`config.mk`:
```
export PLATFORM = sky130hd
export DESIGN_NAME = base64_stream_encoder_core
export DESIGN_NICKNAME = d
export VERILOG_FILES = /design/src/hw/rtl/b64e_pkg.sv /design/src/hw/rtl/b64e_front.sv /design/src/hw/rtl/b64e_fifo.sv /design/src/hw/rtl/b64e_back.sv /design/src/hw/rtl/base64_stream_encoder_core.sv
export SDC_FILE = /design/constraint.sdc
export NUM_CORES = 1
export LEC_CHECK = 0
export CAP_MARGIN = 20
export CORE_MARGIN = 2
export CORE_UTILIZATION = 55
export DETAILED_ROUTE_END_ITERATION = 8
export DONT_BUFFER_PORTS = 1
export PLACE_DENSITY = 0.8
export SLEW_MARGIN = 20
export SYNTH_ARGS = -nofsm -noshare
export SYNTH_HDL_FRONTEND = slang
export SYNTH_SLANG_ARGS = --single-unit
```
`constraint.sdc`:
```
create_clock -name clk -period 4.9 [get_ports clk]
set_input_delay 0.245 -clock clk [delete_from_list [all_inputs] [get_ports clk]]
set_output_delay 0.245 -clock clk [all_outputs]
set_load 0.01 [all_outputs]
```
`src/hw/rtl/b64e_pkg.sv`:
```
// Package for the base64 stream encoder: queue entry type, phase codes,
// character constants and the 6-bit to ASCII mapping. No dependencies.
package b64e_pkg;

    // Queue depth between the front and back parts
    localparam int unsigned FIFO_DEPTH_DEFAULT = 2;

    // Characters per input word, at most
    localparam int unsigned MAX_CHARS = 4;

    localparam logic [7:0] PAD_CHAR   = 8'h3D; // '='
    localparam logic [7:0] CH_UPPER_A = 8'h41; // 'A'
    localparam logic [7:0] CH_LOWER_A = 8'h61; // 'a'
    localparam logic [7:0] CH_ZERO    = 8'h30; // '0'
    localparam logic [7:0] CH_PLUS    = 8'h2B; // '+'
    localparam logic [7:0] CH_SLASH   = 8'h2F; // '/'

    // Position within the current 3-byte group
    typedef enum logic [1:0] {
        PH_FIRST  = 2'd0,
        PH_SECOND = 2'd1,
        PH_THIRD  = 2'd2
    } b64e_phase_t;

    // One decoded input word: up to four sextets, pad marks, last index
    typedef struct packed {
        logic [MAX_CHARS-1:0][5:0] code;
        logic [MAX_CHARS-1:0]      pad;
        logic [1:0]                last_idx;
        logic                      eot;
    } b64e_entry_t;

    // Head of the queue as seen by the back part
    typedef struct packed {
        logic        valid;
        b64e_entry_t entry;
    } b64e_head_t;

    // Map a sextet onto the standard alphabet
    function automatic logic [7:0] enc_char(input logic [5:0] v);
        logic [7:0] c;
        if (v < 6'd26) begin
            c = CH_UPPER_A + {2'b00, v};
        end else if (v < 6'd52) begin
            c = CH_LOWER_A + {2'b00, v - 6'd26};
        end else if (v < 6'd62) begin
            c = CH_ZERO + {2'b00, v - 6'd52};
        end else if (v == 6'd62) begin
            c = CH_PLUS;
        end else begin
            c = CH_SLASH;
        end
        return c;
    endfunction

endpackage

```
`src/hw/rtl/b64e_front.sv`:
```
// Front part of the base64 encoder: accepts input words, tracks group phase
// and leftover bits, and builds one queue entry per word. Uses b64e_pkg.
module b64e_front (
    input  logic                clk,
    input  logic                rst_n,
    input  logic                in_valid,
    output logic                in_ready,
    input  logic [7:0]          data_byte,
    input  logic                final_byte,
    input  logic                fifo_full,
    output logic                push,
    output b64e_pkg::b64e_entry_t push_entry
);
    import b64e_pkg::*;

    b64e_phase_t phase_reg, phase_next;
    logic [3:0]  pend_reg, pend_next;

    assign in_ready = !fifo_full;
    assign push     = in_valid && in_ready;

    // Split the word into sextets and pad marks
    always_comb
    begin
        push_entry = '0;
        phase_next = phase_reg;
        pend_next  = pend_reg;
        unique case (phase_reg)
            PH_SECOND:
            begin
                push_entry.code[0] = {pend_reg[1:0], data_byte[7:4]};
                if (final_byte)
                begin
                    push_entry.code[1] = {data_byte[3:0], 2'b00};
                    push_entry.pad[2]  = 1'b1;
                    push_entry.last_idx = 2'd2;
                end
                phase_next = PH_THIRD;
                pend_next  = data_byte[3:0];
            end
            PH_THIRD:
            begin
                push_entry.code[0]  = {pend_reg, data_byte[7:6]};
                push_entry.code[1]  = data_byte[5:0];
                push_entry.last_idx = 2'd1;
                phase_next = PH_FIRST;
                pend_next  = 4'd0;
            end
            default:
            begin
                // start of group, also the unused phase code
                push_entry.code[0] = data_byte[7:2];
                if (final_byte)
                begin
                    push_entry.code[1] = {data_byte[1:0], 4'b0000};
                    push_entry.pad[2]  = 1'b1;
                    push_entry.pad[3]  = 1'b1;
                    push_entry.last_idx = 2'd3;
                end
                phase_next = PH_SECOND;
                pend_next  = {2'b00, data_byte[1:0]};
            end
        endcase
        push_entry.eot = final_byte;
        // message end returns to the start of a group
        if (final_byte)
        begin
            phase_next = PH_FIRST;
            pend_next  = 4'd0;
        end
    end

    // Group state, advanced per accepted word
    always_ff @(posedge clk or negedge rst_n)
    begin
        if (!rst_n)
        begin
            phase_reg <= PH_FIRST;
            pend_reg  <= 4'd0;
        end
        else if (push)
        begin
            phase_reg <= phase_next;
            pend_reg  <= pend_next;
        end
    end

endmodule

```
`src/hw/rtl/b64e_fifo.sv`:
```
// Short queue of decoded words between front and back parts of the encoder.
// Uses b64e_pkg for the entry type.
module b64e_fifo #(
    parameter int unsigned DEPTH = b64e_pkg::FIFO_DEPTH_DEFAULT
) (
    input  logic                  clk,
    input  logic                  rst_n,
    input  logic                  push,
    input  b64e_pkg::b64e_entry_t push_entry,
    output logic                  full,
    input  logic                  pop,
    output b64e_pkg::b64e_head_t  head
);
    import b64e_pkg::*;

    localparam int unsigned PTR_W = (DEPTH > 1) ? $clog2(DEPTH) : 1;
    localparam int unsigned CNT_W = $clog2(DEPTH + 1);

    b64e_entry_t      mem_reg [DEPTH];
    logic [PTR_W-1:0] wr_ptr_reg, wr_ptr_next;
    logic [PTR_W-1:0] rd_ptr_reg, rd_ptr_next;
    logic [CNT_W-1:0] count_reg, count_next;
    logic             do_pop;

    assign full       = (count_reg == CNT_W'(DEPTH));
    assign head.valid = (count_reg != '0);
    assign head.entry = mem_reg[rd_ptr_reg];
    assign do_pop     = pop && head.valid;

    // Pointer and fill count update
    always_comb
    begin
        wr_ptr_next = wr_ptr_reg;
        rd_ptr_next = rd_ptr_reg;
        count_next  = count_reg;
        if (push)
        begin
            wr_ptr_next = (wr_ptr_reg == PTR_W'(DEPTH - 1)) ? '0 : wr_ptr_reg + 1'b1;
        end
        if (do_pop)
        begin
            rd_ptr_next = (rd_ptr_reg == PTR_W'(DEPTH - 1)) ? '0 : rd_ptr_reg + 1'b1;
        end
        if (push && !do_pop)
        begin
            count_next = count_reg + 1'b1;
        end
        else if (do_pop && !push)
        begin
            count_next = count_reg - 1'b1;
        end
    end

    always_ff @(posedge clk or negedge rst_n)
    begin
        if (!rst_n)
        begin
            wr_ptr_reg <= '0;
            rd_ptr_reg <= '0;
            count_reg  <= '0;
        end
        else
        begin
            wr_ptr_reg <= wr_ptr_next;
            rd_ptr_reg <= rd_ptr_next;
            count_reg  <= count_next;
        end
    end

    // Entry storage, no reset
    always_ff @(posedge clk)
    begin
        if (push)
        begin
            mem_reg[wr_ptr_reg] <= push_entry;
        end
    end

endmodule

```
`src/hw/rtl/b64e_back.sv`:
```
// Back part of the base64 encoder: walks the head entry one character per
// cycle, unless the output is stalled, into the output register. Uses b64e_pkg.
module b64e_back (
    input  logic                 clk,
    input  logic                 rst_n,
    input  b64e_pkg::b64e_head_t head,
    output logic                 pop,
    output logic                 out_valid,
    input  logic                 out_ready,
    output logic [7:0]           out_char,
    output logic                 last_of_run,
    output logic                 end_of_text
);
    import b64e_pkg::*;

    logic [1:0] idx_reg, idx_next;
    logic       valid_reg, valid_next;
    logic [7:0] char_reg, char_next;
    logic       run_reg, run_next;
    logic       eot_reg, eot_next;
    logic       load;
    logic       is_last;

    assign load    = head.valid && (!valid_reg || out_ready);
    assign is_last = (idx_reg == head.entry.last_idx);
    assign pop     = load && is_last;

    // Next output character and index
    always_comb
    begin
        idx_next   = idx_reg;
        valid_next = valid_reg && !out_ready;
        char_next  = char_reg;
        run_next   = run_reg;
        eot_next   = eot_reg;
        if (load)
        begin
            valid_next = 1'b1;
            char_next  = head.entry.pad[idx_reg] ? PAD_CHAR
                                                 : enc_char(head.entry.code[idx_reg]);
            run_next   = is_last;
            eot_next   = is_last && head.entry.eot;
            idx_next   = is_last ? 2'd0 : idx_reg + 2'd1;
        end
    end

    always_ff @(posedge clk or negedge rst_n)
    begin
        if (!rst_n)
        begin
            idx_reg   <= 2'd0;
            valid_reg <= 1'b0;
        end
        else
        begin
            idx_reg   <= idx_next;
            valid_reg <= valid_next;
        end
    end

    // Output payload, no reset
    always_ff @(posedge clk)
    begin
        char_reg <= char_next;
        run_reg  <= run_next;
        eot_reg  <= eot_next;
    end

    assign out_valid   = valid_reg;
    assign out_char    = char_reg;
    assign last_of_run = run_reg;
    assign end_of_text = eot_reg;

endmodule

```
`src/hw/rtl/base64_stream_encoder_core.sv`:
```
// Base64 stream encoder (standard alphabet, '=' padding). One message byte
// per input word, final_byte on the last one; one ASCII character per output
// word. A word gives one or two characters, a final word up to four. The
// output side emits one character per cycle, while out_ready does not stall
// it, from a single output register; the front accepts a word every cycle
// while the FIFO_DEPTH-entry queue has room. A word is written into the
// queue, and its characters then pass through the output register.
// Depends on b64e_pkg, b64e_front, b64e_fifo and b64e_back.
module base64_stream_encoder_core #(
    parameter int unsigned FIFO_DEPTH = b64e_pkg::FIFO_DEPTH_DEFAULT
) (
    input  logic       clk,
    input  logic       rst_n,
    input  logic       in_valid,
    output logic       in_ready,
    input  logic [7:0] data_byte,
    input  logic       final_byte,
    output logic       out_valid,
    input  logic       out_ready,
    output logic [7:0] out_char,
    output logic       last_of_run,
    output logic       end_of_text
);
    import b64e_pkg::*;

    b64e_entry_t push_entry;
    b64e_head_t  head;
    logic        push;
    logic        pop;
    logic        fifo_full;

    b64e_front u_front (
        .clk        (clk),
        .rst_n      (rst_n),
        .in_valid   (in_valid),
        .in_ready   (in_ready),
        .data_byte  (data_byte),
        .final_byte (final_byte),
        .fifo_full  (fifo_full),
        .push       (push),
        .push_entry (push_entry)
    );

    b64e_fifo #(
        .DEPTH (FIFO_DEPTH)
    ) u_fifo (
        .clk        (clk),
        .rst_n      (rst_n),
        .push       (push),
        .push_entry (push_entry),
        .full       (fifo_full),
        .pop        (pop),
        .head       (head)
    );

    b64e_back u_back (
        .clk         (clk),
        .rst_n       (rst_n),
        .head        (head),
        .pop         (pop),
        .out_valid   (out_valid),
        .out_ready   (out_ready),
        .out_char    (out_char),
        .last_of_run (last_of_run),
        .end_of_text (end_of_text)
    );

endmodule

```
# --- Word-level counts from Yosys, hierarchy flattened ---
# Memory sizes are Yosys's and may differ from the RTL's.
# Cells that the tools add are included.
op_classes:
  reduce_logical: 17
  n_addsub: 10
  n_eq_ne: 5
  muxes: 29
  n_lt_le_gt_ge: 4
op_table:
  columns: ["cell", "n"]
  rows:
  - ["$mux 8", 3]
  - ["$pmux 12 s2", 1]
  - ["$mux 6", 3]
  - ["$add 7x6->8 const A", 2]
  - ["$bmux 6 s2", 1]
  - ["$lt 6x6->1 const B", 2]
  - ["$mux 2", 6]
  - ["$logic_and 1x1->1", 8]
  - ["$mux 1", 8]
  - ["$pmux 2 s2", 2]
  - ["$pmux 4 s2", 1]
  - ["$add 6x6->7 const A", 1]
  - ["$eq 6x6->1 const B", 1]
  - ["$lt 6x5->1 const B", 1]
  - ["$sub 6x5->6 const B", 1]
  - ["$sub 6x6->6 const B", 1]
  - ["$logic_not 1->1", 5]
  - ["$add 2x1->2 const B", 2]
  - ["$eq 2x2->1 const B", 2]
  - ["$mux 4", 1]
  - ["$reduce_bool 2->1", 2]
  - ["$lt 2x3->1 const B", 1]
  - ["$mux 3", 1]
  - ["$add 1x1->1 const B", 2]
  - ["other kinds (7)", 7]
totals:
  wordCells: 76
  ram_bits: 34
  memories: 1
  regBits: 23
  out_inout_bits: 12
mem_list:
  columns: ["name", "words", "word_bits", "rd", "rd_clocked_by_memory_dff", "write_ports", "line", "rtl"]
  rows:
  - ["u_fifo.mem_reg", 2, 17, 1, 0, 1, "b64e_fifo.sv:19", "b64e_entry_t mem_reg [DEPTH];"]

# --- Logic depth before layout (Yosys ltp) ---
# Gate-level depths: netlist of run 1.
depth:
  ltp_word: 8
  depth_mapped: 13

# --- By module ---
# A second synthesis of run 1 with hierarchy kept.
hier_totals:
  hier_cells: 309
  hier_area_um2: 4513.1
modules_own_cells:
  columns: ["mod", "cells_each", "area_each_um2", "seq_area_each_um2", "instances"]
  rows:
  - ["b64e_fifo", 113, 2582.5, 1961.9, 1]
  - ["b64e_back", 111, 1247.4, 375.4, 1]
  - ["b64e_front", 85, 683.2, 150.1, 1]

# --- Least setup slack after synthesis of run 1 ---
# OpenSTA, ideal clock, no wires.
synth_timing:
  kind: "reg-to-reg"
  start: "register u_fifo.rd_ptr_reg"
  end: "register u_back.char_reg[4], in the netlist u_back.out_char[4], data pin"
  synth_period_minus_slack_ns: 2.975
  arrival_time_ns: 2.714
  required_time_ns: 4.639
  path_slack_ns: 1.925
  setup_ns: 0.261
  stages_incl_launch_ff: 14
  cell_sequence: "dfrtp_1 > buf_6 > buf_12 > mux4_1 > and2_1 > clkbuf_1 > inv_1 > ha_1 > and2_1 > a221o_1 > nand2_2 > o21ai_2 > xor2_1 > a221o_1"
synth_between:
  elab_chain_cells: 8
synth_lines:
  columns: ["item", "line", "rtl"]
  rows:
  - ["from (decl)", "b64e_fifo.sv:21", "logic [PTR_W-1:0] rd_ptr_reg, rd_ptr_next;"]
  - ["from (signal assigned)", "b64e_fifo.sv:65", "rd_ptr_reg <= rd_ptr_next;"]
  - ["$mem_v2 2x17 *", null, null]
  - ["$bmux 6 s2", "b64e_back.sv:40", ": enc_char(head.entry.code[idx_reg]);"]
  - ["$mux 6 (not written as such)", "b64e_back.sv:40", null]
  - ["$sub 6x6->6", "b64e_pkg.sv:47", "c = CH_ZERO + {2'b00, v - 6'd52};"]
  - ["$add 6x6->7", "b64e_pkg.sv:47", null]
  - ["$mux 8", "b64e_pkg.sv:46", "end else if (v < 6'd62) begin"]
  - ["$mux 8", "b64e_pkg.sv:44", "end else if (v < 6'd52) begin"]
  - ["$mux 8", "b64e_pkg.sv:42", "if (v < 6'd26) begin"]
  - ["to (signal assigned)", "b64e_back.sv:64", "char_reg <= char_next;"]
  - ["to (decl)", "b64e_back.sv:18", "logic [7:0] char_reg, char_next;"]
# Every way passes the cells marked *; elsewhere a longest branch is shown, timed or not. The select of a mux whose other input is x is not followed.
# A chain may end at the register's enable or synchronous reset.

# --- Worst setup path after layout of run 1 ---
layout_timing:
  start: "register u_fifo.rd_ptr_reg"
  end: "register u_back.char_reg[1], in the netlist u_back.out_char[1], data pin"
# The elaborated chain is that of the path after synthesis.

==> results of run 1 <==
-- routing by layer --
layer	share of wire (%)	up-vias
met2	48	62
li1	-	918
met3	6.0	14
met5	0	-
met4	2.9	0
met1	43	904
-- final timing paths --
kind	startpoint	to	slack, ns	depth (start not counted)
hold / removal	data_byte[2]	u_front.pend_reg[2]$_DFFE_PN0P_	0.03	1
setup reg to reg	u_fifo.rd_ptr_reg$_DFFE_PN0P_	u_back.out_char[1]$_SDFFCE_PP0P_	1.78	11
max in group asynchronous	rst_n	u_back.out_valid$_DFF_PN0_	4.13	1
hold reg to reg	u_fifo.wr_ptr_reg$_DFFE_PN0P_	u_fifo.wr_ptr_reg$_DFFE_PN0P_	0.49	1
min in group asynchronous	rst_n	u_front.pend_reg[3]$_DFFE_PN0P_	0.36	1
setup / recovery	u_fifo.rd_ptr_reg$_DFFE_PN0P_	u_back.out_char[1]$_SDFFCE_PP0P_	1.78	11
-- power groups by stage --
| stage | sequential, uW | combinational, uW | clock, uW |
|---|---|---|---|
| after detailed placement | 922 | 1270 | 0 |
| after global placement | 916 | 1250 | 0 |
| after floorplan | 872 | 1100 | 0 |
| after global routing | 935 | 1450 | 446 |
| final | 911 | 1290 | 418 |
| after CTS | 914 | 1290 | 427 |
-- cell type report --
type                            count  share of cell area (%)
Clock inverter                      5                    1.71
Clock buffer                       11                    3.99
Tap cell                           72                    2.74
Multi-Input combinational cell    164                    39.1
Timing Repair Buffer                5                    1.29
Inverter                           10                    1.14
Sequential cell                    57                    50.0
-- critical path, delay by kind of cell, from the launching register on --
family | cells | cell delay (ns)
DFF | 1 | 0.32
and+or+nand+nor | 3 | 0.41
AOI/OAI and AO/OA | 4 | 0.99
adders and majority gates | 1 | 0.20
buffers and inverters | 2 | 0.30
muxes | 1 | 0.63
-- cells in the final DEF, fill, tap and decap left out, drive strengths merged, types with 2 or more instances in the layout --
master,netlist,final
nand2b,3,3
a21oi,3,3
mux4,6,6
nor2b,4,4
xor2,7,7
a221oi,2,2
edfxtp,44,44
and3,2,2
ha,14,14
a221o,2,2
nand3b,3,3
buf,5,3
and2,7,7
mux2,4,4
nand2,24,24
xnor2,10,10
a32oi,4,4
o21ai,19,19
clkinv,0,3
dlygate4sd3,0,2
dfrtp,13,13
a22o,4,4
a22oi,7,7
mux2i,5,5
nor3,3,3
inv,10,10
clkbuf,8,11
o211ai,2,2
nor2,14,14
-- kinds of logic (layout without fill, tap and decap cells) --
logic type	after synthesis	in the layout	share of synthesized area (%)
and+or+nand+nor	66	66	11.0
AOI/OAI and AO/OA	52	52	12.6
xor gates and xnor gates	17	17	4.88
muxes	15	15	7.91
DFF	57	57	53.9
adders and majority gates	14	14	5.74
buffers and inverters	23	31	3.93
-- through the flow --
step / util [%] / std cells
2_1_floorplan: - / 244
3_3_place_gp: 56.7 / 306
3_5_place_dp: 56.7 / 306
4_1_cts: 60.5 / 324
5_1_grt: 60.5 / 324
6_report: 60.5 / 324
==> results.sh, run 1 <==
export IMPL_outcome="finished clean"
export IMPL_hold_viol=0
export IMPL_finalMaxSlewViolations=0
export IMPL_worstPathRequired_ns=4.98
export IMPL_ys_flop_type="edfxtp_1"
export IMPL_h_tree_depth=3
export IMPL_syn_avg_cell_area_um2=12.5
export IMPL_clk_latency_ns=0.34
export IMPL_cts_tree="built"
export IMPL_portBuffers=0
export IMPL_io_pins=25
export IMPL_wl_per_cell_um=16.9
export IMPL_cts_hold_buf=2
export IMPL_holdCritPathClass="in -> reg"
export IMPL_antenna_found_initial=0
export IMPL_drv_cap=0
export IMPL_ys_warn_count=0
export IMPL_clk_pin_slew_ns=0.07
export IMPL_synthArstFlopShare_pct=22.8
export IMPL_grt_setup_unrepaired="false"
export IMPL_die_area_mm2=0.00616
export IMPL_endpoint_kind="flop"
export IMPL_synth_edff_count=44
export IMPL_grt_pass1_wl_um=9200
export IMPL_yosysTopAreaCell="edfxtp_1"
export IMPL_gr_max_usage_layer="met2"
export IMPL_leakage_uw=0.00128
export IMPL_grt_pass1_vias=1898
export IMPL_vias_per_cell=5.86
export IMPL_grt_use_met3_pct=5.86
export IMPL_timing_final_crit_share_pct=63.6
export IMPL_post_cts_setup_buffers=0
export IMPL_final_fill_count=432
export IMPL_ys_ff_latch=57
export IMPL_drt_total_wl_um=5460
export IMPL_ctsLongestPathBuffers=2
export IMPL_first_iter_violations=117
export IMPL_synthTopCellsByArea="edfxtp_1 43%, dfrtp_1 11%, ha_1 5.7%"
export IMPL_gr_total_overflow=0
export IMPL_numClockSinks=57
export IMPL_netlist_area_mm2=0.00305
export IMPL_pwr_share_clk_pct=16.0
export IMPL_cts_buffers=9
export IMPL_drc=0
export IMPL_power_uw=2620
export IMPL_netSwitchingFraction_pct=40.2
export IMPL_syn_inst=244
export IMPL_p_int_uw=1570
export IMPL_fin_skew_ns=0.00902
export IMPL_pre_cts_ws_ns=1.80
export IMPL_root_buffer="clkbuf_8"
export IMPL_use_met1_pct=24.4
export IMPL_drt_pass1_iter_count=4
export IMPL_setup_viol=0
export IMPL_pwr_share_seq_pct=34.8
export IMPL_cts_resized=0
export IMPL_pwr_density_cell_mw_per_mm2=795
export IMPL_largest_reg_flops=34
export IMPL_die_h_um=78.5
export IMPL_post_dp_hpwl_um=3860
export IMPL_drive_gt1_share_pct=12.3
export IMPL_start_util_pct=56.1
export IMPL_final_setup_worst_slack_ns=1.78
export IMPL_cp_start_kind="flop"
export IMPL_dpl_cell_area_mm2=0.00308
export IMPL_core_mm2=0.00544
export IMPL_design_area_mm2=0.00329
export IMPL_yosysTopAreaCellShare_pct=43.3
export IMPL_antenna_left=0
export IMPL_tns_ns=0
export IMPL_critPathKind="reg -> reg"
export IMPL_grt_max_degree=23
export IMPL_num_rows=27
export IMPL_peakVddDrop_uv=443
export IMPL_tightest_slew_ns=0.740
export IMPL_die_w_um=78.5
export IMPL_holdWs_ns=0.0295
export IMPL_yosysMostFrequentCell="edfxtp_1"
export IMPL_grt_use_met2_pct=31.6
export IMPL_crit_slowest_cell="mux4_2"
export IMPL_syn_to_final_growth_pct=7.79
export IMPL_dr_total_vias=1898
export IMPL_crit_arrival_ns=3.20
export IMPL_gp_congestion=0.906
export IMPL_critPathMaxFanout=14
export IMPL_p_comb_share_pct=49.2
export IMPL_diodes=0
export IMPL_p_switching_uw=1050
export IMPL_fin_nets=274
export IMPL_cp_cell_sequence="buf_4 > mux4_2 > nand2_2 > inv_1 > ha_1 > and2_1 > a221o_1 > a22oi_4 > nor2_2 > a221oi_1 > a21oi_1"
export IMPL_ys_seq_area_share_pct=53.9
export IMPL_relSlewSlack_pct=50.6
export IMPL_multiInputGateArea_mm2=0.00129
export IMPL_max_freq_ghz=0.321
export IMPL_syn_nets=271
export IMPL_yosysUniqueCellTypes=53
export IMPL_track_usage_pct=20.2
export IMPL_yosys_top_cells_count="44 x edfxtp_1, 22 x nand2_1, 18 x o21ai_0"
export IMPL_regArea_mm2=0.00165
export IMPL_period_needed_ns=3.12
export IMPL_cpPeakStageDelay_ns=0.63
Note: power is estimated with default switching activity, not from simulation.
==> run 2, diff against run 1 <==
- ABC_AREA: default -> 1
- clock period: 4.9 -> 3.16 ns (I/O delays scaled with it)
==> results.sh, run 2 <==
export IMPL_outcome="finished clean"
export IMPL_portBuffers=0
export IMPL_io_pins=25
export IMPL_syn_nets=364
export IMPL_leakage_uw=0.00153
export IMPL_timing_final_crit_share_pct=84.1
export IMPL_antenna_left=0
export IMPL_cp_cell_sequence="inv_6 > nand2_1 > nand3_1 > nand3_1 > inv_1 > ha_1 > inv_1 > nand2_1 > nand2_1 > nand2_1 > o21ai_0 > a21oi_1 > nand2_1"
export IMPL_first_iter_violations=161
export IMPL_root_buffer="clkbuf_8"
export IMPL_drv_cap=0
export IMPL_critPathKind="reg -> reg"
export IMPL_critical_path_top_delay_family="simple AND/OR/NAND/NOR gates"
export IMPL_yosysTopAreaCell="edfxtp_1"
export IMPL_min_from="data_byte[0]"
export IMPL_holdWs_ns=0.0246
export IMPL_synthTopCellsByArea="edfxtp_1 42%, nand2_1 12%, dfrtp_1 10%"
export IMPL_crit_arrival_ns=2.75
export IMPL_final_util_pct=62.4
export IMPL_die_w_um=79.3
export IMPL_start_util_pct=56.6
export IMPL_worstPathRequired_ns=3.25
export IMPL_crit_slowest_cell="dfrtp_1"
export IMPL_final_cell_mix="96 x nand2_1, 44 x edfxtp_1, 41 x inv_1"
export IMPL_cpPeakStageDelay_ns=0.62
export IMPL_ys_ff_latch=57
export IMPL_diodes=0
export IMPL_startpoint="u_fifo.rd_ptr_reg$_DFFE_PN0P_"
export IMPL_setup_viol=0
export IMPL_endpoint_kind="flop"
export IMPL_dr_total_vias=2278
export IMPL_synth_edff_count=44
export IMPL_ys_seq_area_share_pct=52.8
export IMPL_critPathMaxFanout=18
export IMPL_path_buf_inv=3
export IMPL_track_usage_pct=22.8
export IMPL_ys_warn_count=0
export IMPL_die_h_um=79.3
export IMPL_final_common_cell="nand2_1"
export IMPL_largest_reg_flops=34
export IMPL_yosysMostFrequentCell="nand2_1"
export IMPL_grt_max_degree=19
export IMPL_num_rows=27
export IMPL_ctsLongestPathBuffers=2
export IMPL_numClockSinks=57
export IMPL_drive_gt1_share_pct=9.89
export IMPL_grt_setup_unrepaired="false"
export IMPL_yosysUniqueCellTypes=31
export IMPL_clk_pin_slew_ns=0.06
export IMPL_h_tree_depth=3
export IMPL_tns_ns=0
export IMPL_cts_buffers=9
export IMPL_crit_top_cell="nand2_1"
export IMPL_yosysTopAreaCellShare_pct=42.4
export IMPL_ys_flop_type="edfxtp_1"
export IMPL_syn_inst=337
export IMPL_grt_pass1_vias=2298
export IMPL_holdCritPathClass="in -> reg"
export IMPL_relSlewSlack_pct=56.0
export IMPL_pwr_density_cell_mw_per_mm2=1200
export IMPL_reg2reg_from="u_fifo.rd_ptr_reg$_DFFE_PN0P_"
export IMPL_netlist_area_mm2=0.00312
export IMPL_antenna_found_initial=0
export IMPL_grt_pass1_wl_um=10600
export IMPL_fin_nets=376
export IMPL_drt_pass1_iter_count=4
export IMPL_syn_avg_cell_area_um2=9.26
export IMPL_max_freq_ghz=0.376
export IMPL_clk_latency_ns=0.34
export IMPL_die_area_mm2=0.00629
export IMPL_cts_tree="built"
export IMPL_tightest_slew_ns=0.657
export IMPL_drt_total_wl_um=6380
export IMPL_yosys_top_cells_count="96 x nand2_1, 44 x edfxtp_1, 41 x inv_1"
export IMPL_fin_skew_ns=0.00844
export IMPL_vias_per_cell=5.35
export IMPL_finalMaxSlewViolations=0
export IMPL_syn_to_final_growth_pct=10.1
export IMPL_drc=0
export IMPL_peakVddDrop_uv=608
export IMPL_synthArstFlopShare_pct=22.8
export IMPL_gp_congestion=0.941
export IMPL_post_dp_hpwl_um=4400
export IMPL_period_needed_ns=2.66
export IMPL_wl_per_cell_um=15.0
export IMPL_core_mm2=0.00551
export IMPL_cts_resized=0
export IMPL_gr_total_overflow=0
export IMPL_cp_start_kind="flop"
export IMPL_hold_viol=0
run 2: cell count changes after synthesis, moves of 7 or more:
cell      delta
xnor2_1      -8
nand2_1     +74
inv_1       +32
nor2_1      +10
nand3_1     +28
clkbuf_1     -7
run 2: repair_timing:
| action | CTS | global route |
|---|---|---|
| hold buffers | 5 | 0 |
| setup buffers | 0 | 0 |
| hold endpoints to repair | 20 | 0 |
run 2: per-layer routing:
metal	part of all wire, %	routed length (um)	vias up	GRT usage (%)
met5	0	0	-	0
met4	2.6	163	0	10.5
met3	6.0	382	16	6.59
met2	53	3380	90	41.9
met1	38	2450	1039	23.8
li1	-	-	1133	-
run 2: cells by family (layout without fill, tap and decap cells):
family / Yosys count / after routing / share of synthesized area, %
and+or+nand+nor: 167 / 167 / 24.7
buffers and inverters: 53 / 70 / 7.54
adders and majority gates: 14 / 14 / 5.62
AOI/OAI and AO/OA: 36 / 36 / 6.50
xor gates and xnor gates: 10 / 10 / 2.81
DFF: 57 / 57 / 52.8
run 2: cell type report:
cell class                 instances  area (um^2)
sequential                        57         1650
inverter                          47          181
clock buffer                      12          165
fill                             441         2070
clock inverter                     4         50.0
tap                               72         90.1
multi-input combinational        227         1240
timing repair buffer               7         65.1
run 2: worst paths after layout:
path,endpoint,slack [ns],depth (start not counted)
worst min-delay path,u_front.pend_reg[0]$_DFFE_PN0P_,0.02,2
max in group asynchronous,u_back.idx_reg[1]$_DFFE_PN0P_,2.45,1
worst max register to register,u_back.out_char[4]$_SDFFCE_PP1P_,0.50,13
worst min register to register,u_fifo.count_reg[0]$_DFFE_PN0P_,0.51,1
min in group asynchronous,u_fifo.wr_ptr_reg$_DFFE_PN0P_,0.28,1
worst max-delay path,u_back.out_char[4]$_SDFFCE_PP1P_,0.50,13
run 2: per-stage QoR:
stage,worst slack (ns),std cells,cell area (um^2),total power (uW)
4_1_cts,0.533,426,3440,4120
2_1_floorplan,0.852,337,3120,3010
3_5_place_dp,0.544,405,3170,3370
5_1_grt,0.236,426,3440,4480
3_3_place_gp,0.626,405,3170,3310
6_report,0.502,426,3440,4120
run 2: power by group:
part	leakage (uW)	internal, uW	switching [uW]	total (uW)
Clock	0.000105	427	288	715
Combinational	0.000850	650	1330	1980
Sequential	0.000579	1220	211	1430
==> run 3, diff against run 2 <==
- ABC_AREA: 1 -> 0
- clock period: 3.16 -> 2.8 ns (I/O delays scaled with it)
==> results.sh, run 3 (synthesized netlist as in run 1, its figures left out) <==
export IMPL_die_w_um=78.5
export IMPL_p_int_uw=2940
export IMPL_fin_skew_ns=0.00880
export IMPL_p_comb_share_pct=51.5
export IMPL_clk_latency_ns=0.34
export IMPL_period_needed_ns=2.68
export IMPL_max_freq_ghz=0.373
export IMPL_worstPathRequired_ns=2.88
export IMPL_grt_pass1_vias=1981
export IMPL_final_util_pct=63.4
export IMPL_peakVddDrop_uv=1140
export IMPL_relSlewSlack_pct=50.5
export IMPL_path_buf_inv=1
export IMPL_io_pins=25
export IMPL_fin_nets=287
export IMPL_hold_viol=0
export IMPL_track_usage_pct=20.9
export IMPL_ctsLongestPathBuffers=2
export IMPL_p_switching_uw=1940
export IMPL_netSwitchingFraction_pct=39.8
export IMPL_start_util_pct=56.1
export IMPL_clk_pin_slew_ns=0.07
export IMPL_endpoint_kind="flop"
export IMPL_post_dp_hpwl_um=4220
export IMPL_grt_max_degree=23
export IMPL_tns_ns=0
export IMPL_syn_to_final_growth_pct=12.9
export IMPL_crit_arrival_ns=2.76
export IMPL_cts_tree="built"
export IMPL_antenna_found_initial=0
export IMPL_leakage_uw=0.00134
export IMPL_crit_slowest_cell="mux4_2"
export IMPL_power_uw=4880
export IMPL_num_rows=27
export IMPL_die_area_mm2=0.00616
export IMPL_diodes=0
export IMPL_drt_pass1_iter_count=4
export IMPL_critPathKind="reg -> reg"
export IMPL_tightest_slew_ns=0.743
export IMPL_setup_viol=0
export IMPL_pwr_share_seq_pct=32.1
export IMPL_die_h_um=78.5
export IMPL_largest_reg_flops=34
export IMPL_antenna_left=0
export IMPL_vias_per_cell=5.85
export IMPL_pwr_density_cell_mw_per_mm2=1420
export IMPL_gp_congestion=0.953
export IMPL_cts_buffers=9
export IMPL_pwr_share_clk_pct=16.5
export IMPL_final_cell_mix="44 x edfxtp_1, 22 x nand2_1, 18 x o21ai_0"
export IMPL_wl_per_cell_um=17.1
export IMPL_drt_total_wl_um=5760
export IMPL_critical_path_top_delay_family="compound AO/OA/AOI/OAI gates"
export IMPL_drive_gt1_share_pct=18.9
export IMPL_cp_start_kind="flop"
export IMPL_dr_total_vias=1971
export IMPL_first_iter_violations=108
export IMPL_core_mm2=0.00544
export IMPL_critPathMaxFanout=3
export IMPL_cpPeakStageDelay_ns=0.52
export IMPL_final_common_cell="edfxtp_1"
export IMPL_portBuffers=0
export IMPL_outcome="finished clean"
export IMPL_grt_pass1_wl_um=9520
export IMPL_root_buffer="clkbuf_8"
export IMPL_numClockSinks=57
export IMPL_cp_cell_sequence="mux4_2 > nand2_2 > inv_1 > ha_2 > and2_4 > a221o_1 > nand2_2 > o21ai_2 > xor2_1 > a221o_1"
export IMPL_h_tree_depth=3
export IMPL_gr_total_overflow=0
export IMPL_timing_final_crit_share_pct=95.7
export IMPL_drv_cap=0
export IMPL_holdCritPathClass="in -> reg"
export IMPL_grt_setup_unrepaired="false"
export IMPL_drc=0
export IMPL_finalMaxSlewViolations=0
[run 3: cell count changes in the layout (fill, tap and decap cells not counted), sizes merged, moves of 6 or more]
cell   before  now
nand2     101   24
inv        46   11
nand3      32    1
and2        0    7
nor2       26   14
xnor2       2   10
a22oi       0    7
mux4        0    6
buf         2   11
[run 3: layout make-up]
cell class,instances,area [um^2]
clock inverter,5,62.6
clock buffer,11,151
inverter,10,40.0
timing repair buffer,18,153
sequential,57,1650
fill,416,1990
multi-input combinational,164,1300
tap,72,90.1
[run 3: worst register-to-register path: stages (launching register included)]
cell     delay, ns
dfrtp_2       0.39
mux4_2        0.52
nand2_2       0.09
inv_1         0.06
ha_2          0.19
and2_4        0.16
a221o_1       0.37
nand2_2       0.09
o21ai_2       0.07
xor2_1        0.16
a221o_1       0.33
[run 3: path summary, 6_finish.rpt]
kind / start / end / cells past startpoint / slack [ns]
worst max-delay path: u_fifo.rd_ptr_reg$_DFFE_PN0P_ / u_back.out_char[4]$_SDFFCE_PP1P_ / 10 / 0.12
worst min-delay path: data_byte[1] / u_fifo.mem_reg[0][16]$_DFFE_PP_ / 1 / 0.03
worst max register to register: u_fifo.rd_ptr_reg$_DFFE_PN0P_ / u_back.out_char[4]$_SDFFCE_PP1P_ / 10 / 0.12
worst min register to register: u_fifo.wr_ptr_reg$_DFFE_PN0P_ / u_fifo.wr_ptr_reg$_DFFE_PN0P_ / 1 / 0.49
max in group asynchronous: rst_n / u_fifo.rd_ptr_reg$_DFFE_PN0P_ / 1 / 2.08
min in group asynchronous: rst_n / u_fifo.wr_ptr_reg$_DFFE_PN0P_ / 1 / 0.26
[run 3: timing repair]
item,in CTS,in global routing
resized for setup,0,2
setup endpoints to repair,0,3
hold endpoints to repair,22,0
hold buffers,7,0
setup buffers,0,2
[run 3: per-layer routing]
metal  global-route usage, %  wire (um)  vias to the layer above
met5                       0          0                        -
met3                    6.78        381                       15
met4                    12.1        158                        0
li1                        -          -                      944
met1                    23.7       2270                      938
met2                    34.7       2950                       74
[run 3: power groups by stage]
| stage | Sequential [uW] | Combinational, uW | Clock, uW |
|---|---|---|---|
| floorplan | 1530 | 1980 | 0 |
| global placement | 1570 | 2360 | 0 |
| detailed placement | 1590 | 2430 | 0 |
| CTS | 1570 | 2450 | 817 |
| global route | 1600 | 2780 | 846 |
| finish | 1560 | 2510 | 803 |
[run 3: per-stage QoR]
stage / setup slack [ns] / hold slack [ns] / instance area (um^2) / instances
2_1_floorplan: 0.00166 / -0.156 / 3070 / 244
3_3_place_gp: 0.119 / -0.155 / 3140 / 312
3_5_place_dp: 0.0297 / -0.155 / 3140 / 312
4_1_cts: 0.0163 / 0.0164 / 3420 / 335
5_1_grt: 0.0107 / 0.0400 / 3450 / 337
6_report: 0.120 / 0.0269 / 3450 / 337
